### config.mk
export PLATFORM = sky130hd
export DESIGN_NAME = tree_plru_preserve_replacement
export DESIGN_NICKNAME = d
export VERILOG_FILES = /design/src/rtl/tplru_pkg.sv /design/src/rtl/tplru_front.sv /design/src/rtl/tplru_queue.sv /design/src/rtl/tplru_back.sv /design/src/rtl/tree_plru_preserve_replacement.sv
export SDC_FILE = /design/constraint.sdc
export NUM_CORES = 1
export LEC_CHECK = 0
export BUFFER_PORTS_ARGS = -buffer_cell sky130_fd_sc_hd__buf_2
export CORE_MARGIN = 2
export CORE_UTILIZATION = 45
export CTS_CLUSTER_DIAMETER = 150
export DETAILED_ROUTE_END_ITERATION = 8
export GPL_TIMING_DRIVEN = 1
export PLACE_DENSITY = 0.62
export SLEW_MARGIN = 25
export SYNTH_ARGS = -nofsm -noshare
export SYNTH_HDL_FRONTEND = slang
export SYNTH_SLANG_ARGS = --single-unit
### constraint.sdc
create_clock -name i_clk -period 7.1 [get_ports i_clk]
set_clock_uncertainty 0.1 [all_clocks]
set_input_delay 1.775 -clock i_clk [delete_from_list [all_inputs] [get_ports i_clk]]
set_output_delay 1.775 -clock i_clk [all_outputs]
set_load 0.01 [all_outputs]
### src/rtl/tplru_pkg.sv
// Shared types, constants and tree helper functions for the pseudo-LRU replacement block.
package tplru_pkg;

    localparam int WAYS         = 8;
    localparam int WAY_W        = 3;
    localparam int LEVELS       = 3;
    localparam int NODES        = WAYS - 1;
    localparam int NODE_W       = 3;
    localparam int CNT_W        = $clog2(WAYS + 1);
    localparam int SET_IN_W     = 6;
    localparam int MASK_W       = 8;
    localparam int THR_W        = 4;
    localparam int NUM_SETS_DEF = 64;
    localparam int Q_DEPTH      = 2;
    localparam int Q_PTR_W      = 1;

    localparam logic [THR_W-1:0]  THR_RESET = 4'd4;
    localparam logic [MASK_W-1:0] ALL_WAYS  = '1;

    localparam logic [1:0] KIND_TOUCH = 2'd0;
    localparam logic [1:0] KIND_INVAL = 2'd1;
    localparam logic [1:0] KIND_QUERY = 2'd2;
    localparam logic [1:0] KIND_RSVD  = 2'd3;

    typedef logic [NODES-1:0] t_tree;

    typedef struct packed {
        logic [1:0]          kind;
        logic [SET_IN_W-1:0] set;
        logic [WAY_W-1:0]    way;
        logic [MASK_W-1:0]   mask;
    } t_op;

    typedef struct packed {
        logic [WAY_W-1:0] victim;
        logic             over;
    } t_result;

    // Sets each node on the leaf's path to point toward the leaf, or away from it.
    function automatic t_tree mark_path(t_tree tree, logic [WAY_W-1:0] way, logic toward);
        int unsigned n;
        int unsigned p;
        logic        from_right;
        t_tree       t;
        t = tree;
        n = int'(way) + NODES;
        for (int l = 0; l < LEVELS; l++) begin
            from_right = (n[0] == 1'b0);
            p = (n - 1) >> 1;
            t[p[NODE_W-1:0]] = toward ? from_right : !from_right;
            n = p;
        end
        return t;
    endfunction

    // Follows the node bits from the root down to a leaf.
    function automatic logic [WAY_W-1:0] walk(t_tree tree);
        int unsigned n;
        n = 0;
        for (int l = 0; l < LEVELS; l++) begin
            n = tree[n[NODE_W-1:0]] ? 2 * n + 2 : 2 * n + 1;
        end
        return WAY_W'(n - NODES);
    endfunction

    function automatic logic [CNT_W-1:0] popcount(logic [MASK_W-1:0] v);
        logic [CNT_W-1:0] c;
        c = '0;
        for (int i = 0; i < MASK_W; i++) begin
            c = c + CNT_W'(v[i]);
        end
        return c;
    endfunction

endpackage

### src/rtl/tplru_front.sv
// Front end: takes command words, drops reserved kinds and folds the set index.
module tplru_front #(
    parameter int NUM_SETS = tplru_pkg::NUM_SETS_DEF
) (
    input  logic                          i_rst_n,
    input  logic                          i_start,
    input  logic [1:0]                    i_kind,
    input  logic [tplru_pkg::SET_IN_W-1:0] i_set_index,
    input  logic [tplru_pkg::WAY_W-1:0]   i_way,
    input  logic [tplru_pkg::MASK_W-1:0]  i_preserve_mask,
    input  logic                          i_q_full,
    input  logic                          i_clearing,
    output logic                          o_busy,
    output logic                          o_push,
    output tplru_pkg::t_op                o_op
);
    import tplru_pkg::*;

    localparam int SET_SPAN = 1 << SET_IN_W;

    function automatic logic [SET_SPAN*SET_IN_W-1:0] build_mod_tbl();
        logic [SET_SPAN*SET_IN_W-1:0] t;
        t = '0;
        for (int i = 0; i < SET_SPAN; i++) begin
            t[i*SET_IN_W +: SET_IN_W] = SET_IN_W'(i % NUM_SETS);
        end
        return t;
    endfunction

    localparam logic [SET_SPAN*SET_IN_W-1:0] MOD_TBL = build_mod_tbl();

    logic accept;

    assign o_busy = !i_rst_n || i_q_full || i_clearing;
    assign accept = i_start && !o_busy;
    assign o_push = accept && (i_kind != KIND_RSVD);

    always_comb begin
        o_op.kind = i_kind;
        o_op.set  = MOD_TBL[int'(i_set_index)*SET_IN_W +: SET_IN_W];
        o_op.way  = i_way;
        o_op.mask = i_preserve_mask;
    end

endmodule

### src/rtl/tplru_queue.sv
// Two-entry command queue between the front end and the tree engine.
module tplru_queue (
    input  logic           i_clk,
    input  logic           i_rst_n,
    input  logic           i_push,
    input  tplru_pkg::t_op i_op,
    input  logic           i_pop,
    output tplru_pkg::t_op o_op,
    output logic           o_full,
    output logic           o_empty
);
    import tplru_pkg::*;

    t_op                r_mem [Q_DEPTH];
    logic [Q_PTR_W-1:0] r_wp;
    logic [Q_PTR_W-1:0] r_rp;
    logic [Q_PTR_W:0]   r_cnt;
    logic [Q_PTR_W-1:0] n_wp;
    logic [Q_PTR_W-1:0] n_rp;
    logic [Q_PTR_W:0]   n_cnt;
    logic               do_push;
    logic               do_pop;

    assign o_full  = (r_cnt == (Q_PTR_W+1)'(Q_DEPTH));
    assign o_empty = (r_cnt == '0);
    assign o_op    = r_mem[r_rp];
    assign do_push = i_push && !o_full;
    assign do_pop  = i_pop && !o_empty;

    always_comb begin
        n_wp  = do_push ? r_wp + 1'b1 : r_wp;
        n_rp  = do_pop ? r_rp + 1'b1 : r_rp;
        n_cnt = r_cnt + (Q_PTR_W+1)'(do_push) - (Q_PTR_W+1)'(do_pop);
    end

    always_ff @(posedge i_clk) begin
        if (do_push) begin
            r_mem[r_wp] <= i_op;
        end
    end

    always_ff @(posedge i_clk) begin
        if (!i_rst_n) begin
            r_wp  <= '0;
            r_rp  <= '0;
            r_cnt <= '0;
        end else begin
            r_wp  <= n_wp;
            r_rp  <= n_rp;
            r_cnt <= n_cnt;
        end
    end

endmodule

### src/rtl/tplru_back.sv
// Tree engine: holds the per-set trees, applies updates and runs the victim search.
module tplru_back #(
    parameter int NUM_SETS = tplru_pkg::NUM_SETS_DEF
) (
    input  logic                        i_clk,
    input  logic                        i_rst_n,
    input  tplru_pkg::t_op              i_op,
    input  logic                        i_q_empty,
    input  logic [tplru_pkg::THR_W-1:0] i_thr,
    output logic                        o_pop,
    output logic                        o_clearing,
    output logic                        o_res_valid,
    output tplru_pkg::t_result          o_res
);
    import tplru_pkg::*;

    localparam int SET_W = (NUM_SETS > 1) ? $clog2(NUM_SETS) : 1;
    localparam logic [SET_W-1:0] LAST_SET = SET_W'(NUM_SETS - 1);

    localparam logic [1:0] ST_CLEAR  = 2'd0;
    localparam logic [1:0] ST_IDLE   = 2'd1;
    localparam logic [1:0] ST_READ   = 2'd2;
    localparam logic [1:0] ST_SEARCH = 2'd3;

    t_tree            r_mem [NUM_SETS];
    t_tree            r_rdata;
    logic [1:0]       r_state;
    logic [1:0]       n_state;
    logic [SET_W-1:0] r_clr;
    logic [SET_W-1:0] n_clr;
    t_op              r_op;
    t_op              n_op;
    t_tree            r_scratch;
    t_tree            n_scratch;
    logic [WAY_W-1:0] r_plain;
    logic [WAY_W-1:0] n_plain;
    logic [CNT_W-1:0] r_tries;
    logic [CNT_W-1:0] n_tries;
    logic             r_valid;
    logic             n_valid;
    t_result          r_res;
    t_result          n_res;

    logic             mem_we;
    logic [SET_W-1:0] mem_waddr;
    logic [SET_W-1:0] mem_raddr;
    t_tree            mem_wdata;
    t_tree            walk_tree;
    logic [WAY_W-1:0] w;
    logic [CNT_W-1:0] cnt;

    assign mem_raddr   = SET_W'(i_op.set);
    assign o_clearing  = (r_state == ST_CLEAR);
    assign o_res_valid = r_valid;
    assign o_res       = r_res;

    always_comb begin
        n_state   = r_state;
        n_clr     = r_clr;
        n_op      = r_op;
        n_scratch = r_scratch;
        n_plain   = r_plain;
        n_tries   = r_tries;
        n_valid   = 1'b0;
        n_res     = r_res;
        o_pop     = 1'b0;
        mem_we    = 1'b0;
        mem_waddr = SET_W'(r_op.set);
        mem_wdata = mark_path(r_rdata, r_op.way, r_op.kind == KIND_INVAL);
        walk_tree = (r_state == ST_READ) ? r_rdata : r_scratch;
        w         = walk(walk_tree);
        cnt       = popcount(r_op.mask);

        unique case (r_state)
            ST_CLEAR: begin
                mem_we    = 1'b1;
                mem_waddr = r_clr;
                mem_wdata = '0;
                if (r_clr == LAST_SET) begin
                    n_state = ST_IDLE;
                end else begin
                    n_clr = r_clr + 1'b1;
                end
            end
            ST_IDLE: begin
                if (!i_q_empty) begin
                    o_pop   = 1'b1;
                    n_op    = i_op;
                    n_state = ST_READ;
                end
            end
            ST_READ: begin
                if (r_op.kind == KIND_QUERY) begin
                    n_plain   = w;
                    n_scratch = r_rdata;
                    n_tries   = '0;
                    if (cnt > CNT_W'(i_thr)) begin
                        n_valid      = 1'b1;
                        n_res.victim = w;
                        n_res.over   = 1'b1;
                        n_state      = ST_IDLE;
                    end else if (r_op.mask == ALL_WAYS) begin
                        n_valid      = 1'b1;
                        n_res.victim = w;
                        n_res.over   = 1'b0;
                        n_state      = ST_IDLE;
                    end else begin
                        n_state = ST_SEARCH;
                    end
                end else begin
                    mem_we  = 1'b1;
                    n_state = ST_IDLE;
                end
            end
            ST_SEARCH: begin
                // Preserved ways found by the walk are touched in the scratch tree only.
                if (r_tries == CNT_W'(WAYS)) begin
                    n_valid      = 1'b1;
                    n_res.victim = r_plain;
                    n_res.over   = 1'b0;
                    n_state      = ST_IDLE;
                end else if (r_op.mask[w]) begin
                    n_scratch = mark_path(r_scratch, w, 1'b0);
                    n_tries   = r_tries + 1'b1;
                end else begin
                    n_valid      = 1'b1;
                    n_res.victim = w;
                    n_res.over   = 1'b0;
                    n_state      = ST_IDLE;
                end
            end
            default: begin
                n_state = ST_IDLE;
            end
        endcase
    end

    always_ff @(posedge i_clk) begin
        if (mem_we) begin
            r_mem[mem_waddr] <= mem_wdata;
        end
        r_rdata <= r_mem[mem_raddr];
    end

    always_ff @(posedge i_clk) begin
        r_op      <= n_op;
        r_scratch <= n_scratch;
        r_plain   <= n_plain;
        r_tries   <= n_tries;
        r_res     <= n_res;
    end

    always_ff @(posedge i_clk) begin
        if (!i_rst_n) begin
            r_state <= ST_CLEAR;
            r_clr   <= '0;
            r_valid <= 1'b0;
        end else begin
            r_state <= n_state;
            r_clr   <= n_clr;
            r_valid <= n_valid;
        end
    end

endmodule

### src/rtl/tree_plru_preserve_replacement.sv
// Top level of the tree pseudo-LRU replacement block with way preservation.
//
// Commands enter on start/busy: a word is taken at a clock edge where start is high
// and busy is low. Kind 0 touches a way, kind 1 invalidates it, kind 2 asks for a
// victim in the given set using the preserve mask; kind 3 is taken and dropped.
// Touches and invalidates give no result. A query gives one result on
// o_victim_way/o_over_threshold, marked by o_valid for one cycle; there is no
// backpressure on results.
// The user must write the preserve threshold through i_cfg_we/i_cfg_wdata only while
// idle; the block itself does not enforce this. A two-entry queue decouples the
// command port from the tree engine, so busy rises only when that queue is full.
// Each command is popped in the engine's idle state, which also reads its set's tree,
// and then the read state applies the update or runs the plain walk. A query that
// needs the preserved search walks the scratch tree in the search state, touching
// preserved ways, until a walk ends on an unpreserved way or WAYS tries fall back
// to the plain victim. After reset the tree memory is cleared one set per cycle, all
// NUM_SETS sets, with busy held high; the threshold returns to 4.
module tree_plru_preserve_replacement #(
    parameter int NUM_SETS = tplru_pkg::NUM_SETS_DEF
) (
    input  logic                           i_clk,
    input  logic                           i_rst_n,
    input  logic                           start,
    output logic                           busy,
    input  logic [1:0]                     i_kind,
    input  logic [tplru_pkg::SET_IN_W-1:0] i_set_index,
    input  logic [tplru_pkg::WAY_W-1:0]    i_way,
    input  logic [tplru_pkg::MASK_W-1:0]   i_preserve_mask,
    input  logic                           i_cfg_we,
    input  logic [tplru_pkg::THR_W-1:0]    i_cfg_wdata,
    output logic                           o_valid,
    output logic [tplru_pkg::WAY_W-1:0]    o_victim_way,
    output logic                           o_over_threshold
);
    import tplru_pkg::*;

    logic [THR_W-1:0] r_thr;
    t_op              push_op;
    t_op              head_op;
    t_result          res;
    logic             push;
    logic             pop;
    logic             q_full;
    logic             q_empty;
    logic             clearing;

    always_ff @(posedge i_clk) begin
        if (!i_rst_n) begin
            r_thr <= THR_RESET;
        end else if (i_cfg_we) begin
            r_thr <= i_cfg_wdata;
        end
    end

    tplru_front #(.NUM_SETS(NUM_SETS)) u_front (
        .i_rst_n         (i_rst_n),
        .i_start         (start),
        .i_kind          (i_kind),
        .i_set_index     (i_set_index),
        .i_way           (i_way),
        .i_preserve_mask (i_preserve_mask),
        .i_q_full        (q_full),
        .i_clearing      (clearing),
        .o_busy          (busy),
        .o_push          (push),
        .o_op            (push_op)
    );

    tplru_queue u_queue (
        .i_clk   (i_clk),
        .i_rst_n (i_rst_n),
        .i_push  (push),
        .i_op    (push_op),
        .i_pop   (pop),
        .o_op    (head_op),
        .o_full  (q_full),
        .o_empty (q_empty)
    );

    tplru_back #(.NUM_SETS(NUM_SETS)) u_back (
        .i_clk       (i_clk),
        .i_rst_n     (i_rst_n),
        .i_op        (head_op),
        .i_q_empty   (q_empty),
        .i_thr       (r_thr),
        .o_pop       (pop),
        .o_clearing  (clearing),
        .o_res_valid (o_valid),
        .o_res       (res)
    );

    assign o_victim_way     = res.victim;
    assign o_over_threshold = res.over;

endmodule

==> results.md <==
- Gr ovfl total: 0
- Post-DP HPWL: 33,580 microns
- Clock latency on the worst-skew pair: 0.63 ns
- Synthesized cell area: 0.02331 sq mm
- Worst setup margin: 2.096 ns
- Endpoints failing hold: 0
- Compound-Gate Fraction of Synth Area: 5.362%
- Reg2reg setup slack: 2.10 ns
- Synth Register Bits: 548
- Post-DR wirelength/cell: 22.04 microns
- Comb power frac: 1.6%
- Num CTS Buffers: 57
- Crit share post-route: 70.47%
- Relative slew slack: 30.25%
- Clock Power Share: 44.5%
- Layout area overhead: 11.37%
- Syn Nets: 1,848
- CTS clk-pin slew, worst paths: 0.06 ns
- RR Startpoint: u_back.r_op[8]$_DFFE_PP_
- Vias per cell: 5.754
- Mux share of post-synthesis cell area: 4.718%
- Library cells used by synthesis: 66
- Post-Synth Adder-Cell Area: 1.836%
- Maximum VDD drop: 0.0002581 V
- Async SR Flop Fraction: 0%
- Initial antenna violation count: 2
- XOR/XNOR share of the synthesized area: 0.7514%
- Critical path class: flop to flop
- RD Place Congestion: 0.8586
- Number of enable flip-flop cells after synthesis: 523
- Power per cell area: 252.5 mW/mm^2
- P_int: 0.005240 W
- Commonest non-fill, non-tap cell in the layout: edfxtp_1
- Critical Path End Type: flop
- Worst r2r path cells: 14
- ANT nets after route: 0
- Die area: 0.05364 sq mm
- # fillers: 4,385
- CP startpoint: u_back.r_op[8]$_DFFE_PP_
- Worst-path maximum fanout: 39
- Most frequent cells in the layout: edfxtp_1 (523), nand2_1 (423), nand3_1 (154)
- Die height: 231.6 microns
- Diodes inserted: 0
- Met2 wire length: 26,820 microns
- Htree depth: 2
- Sequential power share: 53.9%
- Status: complete, no violations
- Hold Crit Class: flop to flop
- Initial Utilization: 45.44%
- Hold WS: 0.3919 ns
- Sequential share of the synthesized area: 69.52%
- Max frequency: 199.9 MHz
- Die Wd: 231.6 microns
- RSZ-0062 raised after global routing: no
- Largest family of logic cells by synthesized area: simple AND/OR/NAND/NOR gates
- Area share of and/or/nand/nor cells after synthesis: 15.01%
- Max Transition Viols Final: 0
- First drt pass iteration count: 6
- Hold Buf Count CTS: 0
- Yosys Warn Count: 0
- Post-CTS Setup Bufs: 0
- Root Driver: clkbuf_16
- CP Launch Type: flop
- Pre-CTS WS: 2.169 ns
- Post-route cell area: 0.02596 sq mm
- Iteration-0 DRC Markers: 1,418
- Wl on met1: 23,760 microns
- I/O pins: 33
- Layout cells sized above 1: 9.978%
- Post-CTS sizing: 0
- Worst slew pin tran: 1.044 ns
- Required time worst endpoint: 7.40 ns
- CTS tree: done
- Post-DP Area: 0.02410 sq mm
- Multi-input gate area: 0.006548 sq mm
- Main synth FF type: edfxtp_1
- Met3 WL: 3697 microns
- Vias in the first global route: 14,100
- Worst EP arrival: 5.30 ns
- CP Capture Point: u_back.r_mem[35][4]$_DFFE_PP_
- Final-report setup violation count: 0
- Setup TNS: 0 ns
- DR vias: 14,580
- I/O Buffers: 32
- Nets: 1,865
- Gr usage total: 20.88%
- Leak: 8.943 nW
- Synth Instances: 1,790
- Max layer used: met5
- Clock sinks: 548
- R2R Path End: u_back.r_mem[35][4]$_DFFE_PP_
- Global-route wire length before repair: 85,750 microns
- P_sw: 0.001315 W
- FP Rows: 83
- Post-layout min period: 5.004 ns
- Switch share: 20.06%
- DRC viols: 0
- WL final: 55,850 microns
- Core Area: 0.05130 sq mm
- Reg area: 0.01621 sq mm
- Maxcap violations: 0
- Clock Path Buffers: 3
- Largest net degree at the start of global routing: 107
- Avg Inst Size Synth: 13.02 sq um
-- synthesized netlist by cell type, drive strengths merged, types with 2 or more instances --
cell type / n / area share [%]
a211oi: 2 / 0.064
a21oi: 17 / 0.36
a311o: 2 / 0.086
a311oi: 83 / 3.1
a31o: 2 / 0.075
a31oi: 6 / 0.16
and2: 9 / 0.25
and3: 53 / 1.4
and4b: 2 / 0.086
buf: 59 / 1.5
clkbuf: 37 / 0.60
clkinv: 3 / 0.048
dfxtp: 25 / 2.1
edfxtp: 523 / 67
fa: 4 / 0.34
ha: 27 / 1.4
inv: 43 / 0.70
mux2: 20 / 0.97
mux2i: 70 / 3.1
mux4: 7 / 0.68
nand2: 423 / 6.8
nand2b: 6 / 0.16
nand3: 154 / 3.3
nand3b: 8 / 0.26
nand4: 2 / 0.054
nor2: 100 / 1.6
nor2b: 9 / 0.24
nor3: 16 / 0.34
nor3b: 3 / 0.097
o211a: 2 / 0.086
o211ai: 3 / 0.097
o21a: 4 / 0.13
o21ai: 8 / 0.17
o311ai: 7 / 0.26
o31ai: 2 / 0.064
o41ai: 6 / 0.23
or3: 8 / 0.21
xnor2: 14 / 0.53
xor2: 6 / 0.23
-- sequential cells by signal, indices dropped and copies added, names as in the netlist, named ones only --
name,flops
u_back.r_mem,448
u_queue.r_mem,38
u_back.r_op,19
u_back.r_rdata,7
u_back.r_scratch,7
u_back.r_clr,6
r_thr,4
u_back.o_res,4
u_back.r_tries,4
u_back.r_plain,3
u_back.r_state,2
u_queue.r_cnt,2
u_back.o_res_valid,1
u_queue.r_rp,1
u_queue.r_wp,1
-- cell type report --
| class | instances | share of cell area, % |
|---|---|---|
| clock inverter | 36 | 1.219 |
| multi-input combinational | 1100 | 25.22 |
| clock buffer | 70 | 5.802 |
| tap | 680 | 3.277 |
| inverter | 46 | 0.6843 |
| timing repair buffer | 54 | 1.378 |
| sequential | 548 | 62.42 |
-- through the flow --
stage / util (%) / power (W) / std cells
CTS: 50.54 / 0.006604 / 2533
global route: 50.61 / 0.006730 / 2534
finish: 50.61 / 0.006554 / 2534
floorplan: - / 0.003659 / 1790
detailed placement: 46.99 / 0.003707 / 2427
global placement: 46.99 / 0.003703 / 2427
-- logic make-up after synthesis --
kind of cell	count (synthesis)
buffers and inverters	142
adder cells (fa/ha/maj)	32
AND/OR/NAND/NOR	797
XOR/XNOR	20
multiplexers	97
AO/OA/AOI/OAI	154
flip-flops	548
-- how the worst min path moves through the flow --
stage                                   startpoint                             end  slack, ns  cells after the start
floorplan                    r_thr[1]$_SDFFE_PN0P_           r_thr[1]$_SDFFE_PN0P_       0.36                      2
global route        u_back.r_state[1]$_SDFFE_PN0P_  u_back.r_state[1]$_SDFFE_PN0P_       0.43                      2
CTS                          r_thr[2]$_SDFFE_PN1P_           r_thr[2]$_SDFFE_PN1P_       0.40                      2
global placement             r_thr[2]$_SDFFE_PN1P_           r_thr[2]$_SDFFE_PN1P_       0.38                      2
finish                       r_thr[2]$_SDFFE_PN1P_           r_thr[2]$_SDFFE_PN1P_       0.39                      2
detailed placement           r_thr[2]$_SDFFE_PN1P_           r_thr[2]$_SDFFE_PN1P_       0.39                      2
-- layer usage --
metal	GRT usage, %	vias to the layer above
met5	0	-
met4	6.550	2
met3	3.789	100
met2	33.73	523
met1	28.81	7311
li1	-	6645
-- power groups by stage --
stage          Sequential (W)  Combinational, W  Clock (W)
2_1_floorplan         0.00360         0.0000579          0
3_3_place_gp          0.00360          0.000100          0
3_5_place_dp          0.00360          0.000103          0
4_1_cts               0.00354          0.000103    0.00297
5_1_grt               0.00354          0.000112    0.00308
6_report              0.00354          0.000104    0.00291
-- worst max-delay path, cell delays in order (launching register included) --
cell and delay (ns):
edfxtp_1 0.50, inv_1 0.08, ha_1 0.23, xnor2_1 0.33, xnor2_1 0.30, inv_1 0.20
ha_1 0.27, xnor2_1 0.39, inv_1 0.16, ha_1 0.25, xnor2_1 0.40, nor3b_1 0.11
mux2i_1 0.17, nor2_4 0.81, buf_4 0.45
Note: power is estimated with default switching activity, not from simulation.
